$ cat src/rtl/c3br_pkg.sv
`timescale 1ns / 1ps
// ----------------------------------------------------------------------------
// c3br_pkg: shared definitions for the 3x3 convolution unit
// Field widths, stream packing offsets, operation and register codes, and the
// control structs that pass between the sequencer, the stores and the MAC.
// ----------------------------------------------------------------------------
package c3br_pkg;

  // Field widths of one request.
  localparam int OP_W    = 2;
  localparam int CHAN_W  = 4;
  localparam int POS_W   = 5;
  localparam int TAP_W   = 4;
  localparam int VALUE_W = 16;

  // Field widths of one result.
  localparam int ACT_W = 15;

  // Kernel geometry.
  localparam int TAPS = 9;

  // Saturation limit of the activation.
  localparam logic [ACT_W-1:0] ACT_MAX = 15'h7fff;

  // Slave-side tdata packing, lowest field first; tuser carries the operation.
  localparam int S_TDATA_W = 40;
  localparam int S_TUSER_W = OP_W;
  localparam int OFS_OUT_CH = 0;
  localparam int OFS_IN_CH  = OFS_OUT_CH + CHAN_W;
  localparam int OFS_ROW    = OFS_IN_CH + CHAN_W;
  localparam int OFS_COL    = OFS_ROW + POS_W;
  localparam int OFS_TAP    = OFS_COL + POS_W;
  localparam int OFS_VALUE  = OFS_TAP + TAP_W;

  // Master-side tdata carries the activation, padded to two bytes.
  localparam int M_TDATA_W = 16;

  // Operation codes.
  localparam logic [OP_W-1:0] OP_WR_TAP  = 2'd0;
  localparam logic [OP_W-1:0] OP_WR_BIAS = 2'd1;
  localparam logic [OP_W-1:0] OP_WR_SAMP = 2'd2;
  localparam logic [OP_W-1:0] OP_COMPUTE = 2'd3;

  // Configuration port.
  localparam int CFG_IDX_W  = 2;
  localparam int CFG_DATA_W = 6;
  localparam logic [CFG_IDX_W-1:0] REG_IN_CHANNELS  = 2'd0;
  localparam logic [CFG_IDX_W-1:0] REG_IMAGE_HEIGHT = 2'd1;
  localparam logic [CFG_IDX_W-1:0] REG_IMAGE_WIDTH  = 2'd2;
  localparam logic [CFG_IDX_W-1:0] REG_OUT_CHANNELS = 2'd3;

  // Register widths and reset values.
  localparam int CNT_CFG_W = 5;
  localparam int DIM_CFG_W = 6;
  localparam logic [CNT_CFG_W-1:0] IN_CHANNELS_RST  = 5'd1;
  localparam logic [DIM_CFG_W-1:0] IMAGE_HEIGHT_RST = 6'd32;
  localparam logic [DIM_CFG_W-1:0] IMAGE_WIDTH_RST  = 6'd32;
  localparam logic [CNT_CFG_W-1:0] OUT_CHANNELS_RST = 5'd1;

  // Write enables of the three stores.
  typedef struct packed {
    logic kern_we;
    logic bias_we;
    logic samp_we;
  } store_we_t;

  // Control of the shared multiply-accumulate unit.
  typedef struct packed {
    logic load;    // accumulator takes the bias scaled to Q16.16
    logic mul_en;  // operands are valid and inside the image
  } mac_ctrl_t;

endpackage

$ cat src/rtl/c3br_mac.sv
`timescale 1ns / 1ps
// ----------------------------------------------------------------------------
// c3br_mac: shared multiply-accumulate unit
// One 16x16 signed multiplier with a registered product and a wide accumulator.
// ----------------------------------------------------------------------------
module c3br_mac #(
  parameter int ACC_W = 40
) (
  input  logic                                clk_i,
  input  logic                                rst_ni,
  input  c3br_pkg::mac_ctrl_t                 ctrl_i,
  input  logic signed [c3br_pkg::VALUE_W-1:0] bias_i,
  input  logic signed [c3br_pkg::VALUE_W-1:0] tap_i,
  input  logic signed [c3br_pkg::VALUE_W-1:0] samp_i,
  output logic signed [ACC_W-1:0]             acc_o
);

  localparam int PROD_W = 2 * c3br_pkg::VALUE_W;

  logic signed [PROD_W-1:0] prod_q;
  logic                     prod_vld_q;
  logic signed [ACC_W-1:0]  acc_q;

  // Product stage: register after the multiplier.
  always_ff @(posedge clk_i) begin
    prod_q <= tap_i * samp_i;
  end

  always_ff @(posedge clk_i or negedge rst_ni) begin
    if (!rst_ni) begin
      prod_vld_q <= 1'b0;
    end else begin
      prod_vld_q <= ctrl_i.mul_en;
    end
  end

  // Accumulator: the bias enters as Q16.16, products are added one a cycle while valid.
  always_ff @(posedge clk_i) begin
    if (ctrl_i.load) begin
      acc_q <= {{(ACC_W-c3br_pkg::VALUE_W-8){bias_i[c3br_pkg::VALUE_W-1]}}, bias_i, 8'h00};
    end else if (prod_vld_q) begin
      acc_q <= acc_q + {{(ACC_W-PROD_W){prod_q[PROD_W-1]}}, prod_q};
    end
  end

  assign acc_o = acc_q;

endmodule

$ cat config.mk
export PLATFORM = sky130hd
export DESIGN_NAME = c3br_mac
export DESIGN_NICKNAME = d
export VERILOG_FILES = /design/src/rtl/c3br_pkg.sv /design/src/rtl/c3br_mac.sv
export SDC_FILE = /design/constraint.sdc
export NUM_CORES = 1
export LEC_CHECK = 0
export BUFFER_PORTS_ARGS = -buffer_cell sky130_fd_sc_hd__buf_2
export CAP_MARGIN = 20
export CORE_ASPECT_RATIO = 1.25
export CORE_MARGIN = 1.5
export CORE_UTILIZATION = 30
export CTS_CLUSTER_SIZE = 25
export DETAILED_ROUTE_END_ITERATION = 7
export GPL_TIMING_DRIVEN = 0
export PLACE_DENSITY = 0.55
export SYNTH_ARGS = -nofsm -noshare
export SYNTH_HDL_FRONTEND = slang
export SYNTH_SLANG_ARGS = --single-unit
$ cat constraint.sdc
create_clock -name clk_i -period 2.7 [get_ports clk_i]
set_clock_uncertainty 0.1 [all_clocks]
set_input_delay 0.135 -clock clk_i [delete_from_list [all_inputs] [get_ports clk_i]]
set_output_delay 0.135 -clock clk_i [all_outputs]
set_load 0.1 [all_outputs]
==> results of run 1 <==
## critical path, stage by stage
cell	delay (ns)
buf_12	0.11
clkbuf_16	0.13
buf_4	0.13
nand2_1	0.08
fa_1	0.54
inv_1	0.06
fa_1	0.59
fa_1	0.49
fa_1	0.54
fa_1	0.49
inv_1	0.05
fa_1	0.47
inv_1	0.06
ha_4	0.25
a21o_1	0.19
a21o_1	0.19
nand2_1	0.07
a21oi_1	0.06
a221o_2	0.44
a211o_1	0.29
a21oi_2	0.18
xnor2_2	0.17
## state kept, by name, indices dropped and copies added (netlist names)
| signal | flops |
|---|---|
| acc_o | 40 |
| prod_q | 32 |
| prod_vld_q | 1 |
## metrics by stage
stage                     cells  TNS, ns  setup slack [ns]
after CTS                  2397   -55.63             -2.90
final                      2440   -55.43             -2.89
after detailed placement   2279   -74.37             -3.81
after global placement     2279   -73.12             -3.74
after floorplan            1559   -56.17             -2.81
after global routing       2440   -60.95             -3.04
## cells in the mapped netlist (8+ instances only)
cell type | number | area (sq um)
edfxtp_1 | 32 | 961
nor3_1 | 17 | 85.1
and3_1 | 11 | 68.8
o21a_1 | 11 | 82.6
o21ai_1 | 22 | 110
o21ai_0 | 39 | 195
clkbuf_1 | 50 | 188
a31oi_1 | 9 | 56.3
mux2i_1 | 8 | 80.1
fa_1 | 263 | 5270
ha_1 | 121 | 1510
inv_1 | 296 | 1110
xor2_1 | 21 | 184
nand3_1 | 15 | 75.1
nor2_1 | 58 | 218
xnor2_1 | 37 | 324
nand2b_1 | 11 | 68.8
a21o_1 | 27 | 203
dfxtp_1 | 40 | 801
and2_1 | 129 | 807
nor2b_1 | 11 | 68.8
a21oi_1 | 72 | 360
nand2_1 | 177 | 664
## routing by layer
layer  vias up  global-route usage (%)  wire (microns)
li1       5412                       -               -
met1      5862                    20.3           16400
met2       287                    33.9           22300
met3       116                    1.45            1240
met4         0                    8.60            2270
met5         -                       0               0
## path summary, 6_finish.rpt
kind                            start    endpoint  slack [ns]  cells past startpoint
max                        samp_i[10]  prod_q[31]       -2.89                     22
min                        bias_i[11]   acc_o[19]       0.004                      3
max reg2reg                prod_q[31]   acc_o[38]       -0.02                      8
min reg2reg                  acc_o[7]    acc_o[7]        0.41                      2
max in group asynchronous      rst_ni  prod_vld_q        1.88                      3
min in group asynchronous      rst_ni  prod_vld_q        0.52                      3
## logic make-up after synthesis
group,Yosys count,synth area share [%]
xor+xnor,58,3.58
compound gates,231,10.5
buf+inv,349,9.23
flops,73,12.6
mux,8,0.564
simple gates,456,15.8
fa+ha+maj,384,47.8
## timing repair
action | CTS | global route
hold buffers | 14 | 0
buffers inserted | 85 | 50
cloned | 5 | 0
pin swaps | 83 | 106
hold endpoints to repair | 13 | 0
endpoints found under the setup margin | 44 | 47
resized for setup | 258 | 137
## area by class of cell
| class | count | area, sq um |
|---|---|---|
| clock inverter | 6 | 57.6 |
| inverter | 297 | 1120 |
| buffer | 50 | 821 |
| tap | 630 | 788 |
| clock buffer | 10 | 229 |
| timing repair buffer | 237 | 2060 |
| fill | 4592 | 27100 |
| sequential | 73 | 1800 |
| multi-input combinational | 1137 | 12500 |
==> qor.txt, run 1 <==
Status: complete, but fails checks
Failing checks: setup timing
Largest net degree at the start of global routing: 33
GR Overflow Total: 0
CTS tree: yes
Yosys warns: 0
Hold_ws: 0.00416 ns
Max-slew headroom: 44.5%
Startpoint types: input port
Setup CP Type: input port to register
CP arrival: 5.74 ns
Slew @ Worst Pin: 0.833 ns
Max Slew Vio Count: 0
Height of the die: 246 microns
Netlist Area Pre-Place: 0.0142 sq mm
First-pass GRT wire length: 67400 microns
Crit. End Element: register
DP Wirelength: 33400 microns
Vias post-DR: 11700
Area Overhead vs Synth: 36.4%
HP Class: input port to register
Total track usage: 18.0%
Commonest non-fill, non-tap cells in the layout: inv_1, fa_1, nand2_1
Most common cell after layout, fill and taps aside: inv_1
# nets final: 2241
DRC errors left: 0
H-tree Lvls: 3
Sequential area share after synthesis: 12.6%
Die X: 198 microns
GPL Wtd Cong: 0.901
Drt total wl: 42300 microns
Setup Viol. Count Final: 29
Ant diodes: 0
CTS Buf Count: 9
First drt pass iteration count: 5
Mapped Nets: 1995
Placed inst area: 0.0162 sq mm
Max-Cap Viols: 0
F_max: 179 MHz
Worst setup margin: -2.89 ns
Iteration-0 DRC Markers: 401
Crit path max fanout: 8
RSZ-0062 raised after global routing: true
EDFF count, synth: 32
Core ar.: 0.0465 sq mm
Synth async-reset ratio: 1.37%
Core Util, Final: 41.7%
Avg Cell Area, Syn: 9.11 sq um
Mapped Cells: 1559
Share of layout cells above drive strength 1: 29.4%
Final Critical Period: 5.59 ns
Synth cell types: 65
Initial Util: 30.5%
WL per Instance: 17.3 microns
# port buffers: 90
CTS clock-pin slew for the worst setup and hold paths: 0.06 ns
Root buf cell: clkbuf_16
Core Rows: 88
Die area: 0.0486 sq mm
Req. time, crit path: 2.84 ns
Final ANT Viol Nets: 0
Worst-Skew Late Latency: 0.36 ns
Vias in the first global route: 12900
Initial antenna violation count: 0
FF+latch count, synth: 73
Post-synth top flop: dfxtp_1
Final hold vios: 0
Vias per cell: 4.79
Clock sinks: 73
Fin area: 0.0194 sq mm
CTS Buffer Depth: 2
# IOs: 92
Tcrit/Tclk final: 207%
Power of run 1 is left out: the tool's default activity adds up to more than one toggle a clock period on the data nets, which glitch-free logic cannot reach.
==> run 2, diff against run 1 <==
--- a/config.mk
+++ b/config.mk
@@ -8,7 +8,7 @@
 export BUFFER_PORTS_ARGS = -buffer_cell sky130_fd_sc_hd__buf_2
 export CAP_MARGIN = 20
 export CORE_ASPECT_RATIO = 1.25
-export CORE_MARGIN = 1.5
+export CORE_MARGIN = 5
 export CORE_UTILIZATION = 30
 export CTS_CLUSTER_SIZE = 25
 export DETAILED_ROUTE_END_ITERATION = 7
==> qor.txt, run 2 (synthesis results as in run 1) <==
Root buf cell: clkbuf_16 (unchanged)
CTS tree: yes (unchanged)
Core Rows: 89 (was 88)
Fin area: 0.0192 sq mm (was 0.0194 sq mm)
FF-to-FF setup slack: -0.06 ns (was -0.02 ns)
Most common cell after layout, fill and taps aside: inv_1 (unchanged)
Vias post-DR: 11600 (was 11700)
GPL Wtd Cong: 0.905 (was 0.901)
Startpoint types: input port (unchanged)
Crit path max fanout: 7 (was 8)
Max-Cap Viols: 0 (unchanged)
Height of the die: 253 microns (was 246 microns)
Final Critical Period: 5.58 ns (was 5.59 ns)
RR Startpoint: prod_q[31] (unchanged)
Area Overhead vs Synth: 35.5% (was 36.4%)
Commonest non-fill, non-tap cells in the layout: inv_1, fa_1, nand2_1 (unchanged)
GR Overflow Total: 0 (unchanged)
Final ANT Viol Nets: 0 (unchanged)
RSZ-0062 raised after global routing: true (unchanged)
Req. time, crit path: 2.85 ns (was 2.84 ns)
Worst setup margin: -2.88 ns (was -2.89 ns)
Vias per cell: 4.76 (was 4.79)
R2R Path End: acc_o[38] (unchanged)
Ant diodes: 0 (unchanged)
CTS clock-pin slew for the worst setup and hold paths: 0.06 ns (about the same)
Die X: 205 microns (was 198 microns)
Placed inst area: 0.0162 sq mm (about the same)
Failing checks: setup timing (unchanged)
Die area: 0.0518 sq mm (was 0.0486 sq mm)
DP Wirelength: 33800 microns (was 33400 microns)
F_max: 179 MHz (about the same)
Max Slew Vio Count: 0 (unchanged)
Core ar.: 0.0470 sq mm (was 0.0465 sq mm)
Total track usage: 16.5% (was 18.0%)
Setup Viol. Count Final: 29 (unchanged)
Initial Util: 30.2% (was 30.5%)
First drt pass iteration count: 5 (unchanged)
Setup_tns: -54.63 ns (was -55.43 ns)
Initial antenna violation count: 0 (unchanged)
Slew @ Worst Pin: 0.856 ns (was 0.833 ns)
Core Util, Final: 40.9% (was 41.7%)
Worst-Skew Late Latency: 0.35 ns (was 0.36 ns)
Drt total wl: 41800 microns (was 42300 microns)
CTS Buffer Depth: 2 (unchanged)
FF-to-FF path depth: 8 (unchanged)
CTS Buf Count: 9 (unchanged)
Max-slew headroom: 42.9% (was 44.5%)
# IOs: 92 (unchanged)
WL per Instance: 17.1 microns (was 17.3 microns)
H-tree Lvls: 3 (unchanged)
Setup CP Type: input port to register (unchanged)
# port buffers: 90 (unchanged)
Largest register FFs: 40 (unchanged)
Iteration-0 DRC Markers: 511 (was 401)
# nets final: 2233 (was 2241)
Crit. End Element: register (unchanged)
Vias in the first global route: 12700 (was 12900)
HP Class: input port to register (unchanged)
Final hold vios: 0 (unchanged)
First-pass GRT wire length: 67200 microns (was 67400 microns)
DRC errors left: 0 (unchanged)
CP arrival: 5.73 ns (was 5.74 ns)
Tcrit/Tclk final: 207% (about the same)
Largest net degree at the start of global routing: 33 (unchanged)
Clock sinks: 73 (unchanged)
Worst Hold Endpoint: acc_o[19] (unchanged)
Hold Path Origin: bias_i[11] (unchanged)
Share of layout cells above drive strength 1: 28.9% (was 29.4%)
Hold Path Cell Cnt: 3 (unchanged)
Status: complete, but fails checks (unchanged)
-- run 2: cell count changes in the layout (fill, tap and decap cells not counted), sizes merged --
cell / before / now
clkinvlp: 1 / 0
dlygate4sd3: 14 / 15
clkinv: 3 / 2
clkbuf: 54 / 47
-- run 2: metrics by stage --
step	instances	worst slack [ns]	hold slack (ns)
after detailed placement	2286	-3.72	-0.189
after global placement	2286	-3.73	-0.191
after global routing	2439	-3.03	0.0134
final	2439	-2.88	0.0212
after CTS	2393	-2.96	0.0125
after floorplan	1559	-2.81	-0.261
-- run 2: layout make-up --
type	count	area [sq um]
Sequential cell	73	1800
Fill cell	4621	27800
Buffer	48	767
Inverter	297	1120
Clock inverter	4	50.0
Timing Repair Buffer	231	1980
Tap cell	637	797
Clock buffer	12	258
Multi-Input combinational cell	1137	12500
-- run 2: repair_timing --
action                                  CTS  global route
resized for setup                       248           130
cloned                                    1             2
hold buffers                             15             0
hold endpoints to repair                 14             0
setup buffers                            82            50
pin swaps                               105            86
endpoints found under the setup margin   44            44
-- run 2: worst max-delay path, cell delays in order --
cell	delay [ns]
buf_8	0.13
clkbuf_16	0.16
and2_4	0.16
fa_2	0.55
fa_2	0.72
fa_1	0.47
fa_1	0.60
fa_1	0.44
fa_1	0.46
ha_1	0.39
nand2_1	0.14
nor2_1	0.08
and4_2	0.24
a221o_2	0.40
a211o_1	0.30
a21oi_2	0.18
xnor2_2	0.17
-- run 2: how the worst max path moves through the flow --
stage / startpoint / to / slack [ns] / depth (start not counted)
after global placement: samp_i[12] / prod_q[31] / -3.73 / 21
after CTS: samp_i[5] / prod_q[31] / -2.96 / 22
after global routing: tap_i[1] / prod_q[31] / -3.03 / 21
after detailed placement: tap_i[8] / prod_q[31] / -3.72 / 21
final: samp_i[3] / prod_q[31] / -2.88 / 17
after floorplan: tap_i[15] / prod_q[31] / -2.81 / 21
-- run 2: metal layers --
metal  track usage, %  wire length (microns)  up-vias
met5                0                      0        -
met1             18.8                  16000     5883
li1                 -                      -     5391
met3             1.54                   1410       86
met2             31.5                  22600      239
met4             6.17                   1740        0
Power of run 2 is left out for the same reason.
==> run 3, diff against run 2 <==
--- a/config.mk
+++ b/config.mk
@@ -7,13 +7,14 @@
 export LEC_CHECK = 0
 export BUFFER_PORTS_ARGS = -buffer_cell sky130_fd_sc_hd__buf_2
 export CAP_MARGIN = 20
-export CORE_ASPECT_RATIO = 1.25
+export CORE_ASPECT_RATIO = 1.5
 export CORE_MARGIN = 5
 export CORE_UTILIZATION = 30
 export CTS_CLUSTER_SIZE = 25
 export DETAILED_ROUTE_END_ITERATION = 7
 export GPL_TIMING_DRIVEN = 0
 export PLACE_DENSITY = 0.55
+export SLEW_MARGIN = 10
 export SYNTH_ARGS = -nofsm -noshare
 export SYNTH_HDL_FRONTEND = slang
 export SYNTH_SLANG_ARGS = --single-unit
==> constraint.sdc (replaced) <==
create_clock -name clk_i -period 4.78 [get_ports clk_i]
set_clock_uncertainty 0.1 [all_clocks]
set_input_delay 0.239 -clock clk_i [delete_from_list [all_inputs] [get_ports clk_i]]
set_output_delay 0.239 -clock clk_i [all_outputs]
set_load 0.1 [all_outputs]
==> qor.txt, run 3 (synthesis results as in run 1) <==
Status: complete, but fails checks (unchanged)
Failing checks: setup timing (unchanged)
Core Rows: 97 (was 89)
CTS tree: yes (unchanged)
Final hold vios: 0 (unchanged)
CP Capture Point: prod_q[29] (was prod_q[31])
H-tree Lvls: 3 (unchanged)
Max-slew headroom: 44.9% (was 42.9%)
Core ar.: 0.0467 sq mm (was 0.0470 sq mm)
Die area: 0.0519 sq mm (was 0.0518 sq mm)
Vias post-DR: 11400 (was 11600)
DRC errors left: 0 (unchanged)
Die X: 188 microns (was 205 microns)
# IOs: 92 (unchanged)
Height of the die: 276 microns (was 253 microns)
GPL Wtd Cong: 0.910 (was 0.905)
RR Startpoint: acc_o[0] (was prod_q[31])
Placed inst area: 0.0157 sq mm (was 0.0162 sq mm)
Drt total wl: 42200 microns (was 41800 microns)
Largest register FFs: 40 (unchanged)
First drt pass iteration count: 5 (unchanged)
Crit path max fanout: 4 (was 7)
CTS Buffer Depth: 2 (unchanged)
Vias per cell: 4.84 (was 4.76)
CTS clock-pin slew for the worst setup and hold paths: 0.06 ns (about the same)
Req. time, crit path: 4.93 ns (was 2.85 ns)
Final Critical Period: 5.69 ns
FF-to-FF path depth: 11 (was 8)
Ant diodes: 0 (unchanged)
Worst setup path start: tap_i[4] (was samp_i[3])
Filler cell count: 4653 (was 4621)
Fin area: 0.0179 sq mm (was 0.0192 sq mm)
Initial Util: 30.4% (was 30.2%)
Most common cell after layout, fill and taps aside: inv_1 (unchanged)
F_max: 176 MHz
Setup CP Type: input port to register (unchanged)
HP Class: input port to async pin (was input port to register)
FF-to-FF setup slack: 1.68 ns (was -0.06 ns)
Iteration-0 DRC Markers: 521 (was 511)
Max-Cap Viols: 0 (unchanged)
Initial antenna violation count: 0 (unchanged)
Share of layout cells above drive strength 1: 21.0% (was 28.9%)
Area Overhead vs Synth: 26.3% (was 35.5%)
Total track usage: 16.2% (was 16.5%)
Clock sinks: 73 (unchanged)
Tcrit/Tclk final: 119%
WL per Instance: 17.9 microns (was 17.1 microns)
RSZ-0062 raised after global routing: true (unchanged)
Commonest non-fill, non-tap cells in the layout: inv_1, fa_1, nand2_1 (unchanged)
Worst setup margin: -0.911 ns (was -2.88 ns)
# port buffers: 90 (unchanged)
Worst-Skew Late Latency: 0.35 ns (about the same)
First-pass GRT wire length: 66600 microns (was 67200 microns)
R2R Path End: acc_o[34] (was acc_o[38])
Startpoint types: input port (unchanged)
GR Overflow Total: 0 (unchanged)
# nets final: 2199 (was 2233)
Slew @ Worst Pin: 0.826 ns (was 0.856 ns)
Setup Viol. Count Final: 20 (was 29)
Vias in the first global route: 12500 (was 12700)
Area occupied by multi-input gates: 0.0116 sq mm (was 0.0125 sq mm)
Max Slew Vio Count: 0 (unchanged)
Core Util, Final: 38.4% (was 40.9%)
Register area: 0.00179 sq mm (was 0.00180 sq mm)
Largest net degree at the start of global routing: 33 (unchanged)
CTS Buf Count: 9 (unchanged)
CP arrival: 5.84 ns (was 5.73 ns)
Root buf cell: clkbuf_16 (unchanged)
Crit. End Element: register (unchanged)
Final ANT Viol Nets: 0 (unchanged)
DP Wirelength: 34700 microns (was 33800 microns)
-- run 3: cell types whose count changed in the layout (fill, tap and decap cells not counted), sizes merged --
cell and delta:
bufinv -1, clkinv +1, dlygate4sd3 -13, inv -1, clkbuf +11, buf -31
-- run 3: worst max-delay path: stages --
cell and delay, ns:
buf_12 0.10, clkbuf_8 0.14, and2_4 0.13, fa_1 0.52
inv_2 0.04, fa_1 0.55, inv_2 0.04, fa_2 0.62
fa_2 0.45, fa_1 0.49, inv_1 0.05, fa_2 0.52
inv_2 0.04, ha_4 0.15, a21o_1 0.20, a211oi_4 0.23
a2bb2oi_2 0.20, o41ai_4 0.11, a221o_2 0.40, buf_4 0.15
a21o_1 0.16, a21oi_2 0.15, xnor2_2 0.15
-- run 3: cell type report --
cell class                 instances  area share [%]
multi-input combinational       1137            65.0
sequential                        73            9.97
timing repair buffer             194            8.90
inverter                         297            6.26
buffer                            51            4.17
tap                              594            4.15
clock buffer                      13            1.51
clock inverter                     3          0.0768
-- run 3: through the flow --
stage / std cells / TNS, ns / hold WS, ns / setup WS, ns
3_3_place_gp: 2243 / -22.85 / -0.0861 / -1.76
4_1_cts: 2308 / -9.32 / 0.0765 / -0.975
6_report: 2362 / -9.55 / 0.0854 / -0.911
3_5_place_dp: 2243 / -23.81 / -0.0853 / -1.84
5_1_grt: 2362 / -12.83 / 0.103 / -1.10
2_1_floorplan: 1559 / -6.40 / -0.157 / -0.837
-- run 3: worst min-delay path by stage --
stage	startpoint	endpoint	slack [ns]	cells past startpoint
finish	rst_ni	prod_vld_q	0.09	2
global route	bias_i[10]	acc_o[18]	0.10	3
floorplan	rst_ni	prod_vld_q	-0.16	0
CTS	rst_ni	prod_vld_q	0.08	2
global placement	rst_ni	prod_vld_q	-0.09	1
detailed placement	rst_ni	prod_vld_q	-0.09	1
-- run 3: timing repair --
item / CTS / global route
endpoints found under the hold margin: 2 / 0
hold buffers: 2 / 0
setup endpoints to repair: 21 / 21
buffers inserted: 48 / 53
pin swaps: 67 / 77
resized for setup: 188 / 88
gates cloned: 0 / 2
-- run 3: routing by layer --
metal	vias up	GRT usage, %	routed length [microns]
met2	275	31.6	22900
met1	5714	16.5	14800
met3	128	1.88	1410
met4	0	9.10	3030
li1	5316	-	-
met5	-	0	0
Power of run 3 is left out for the same reason.
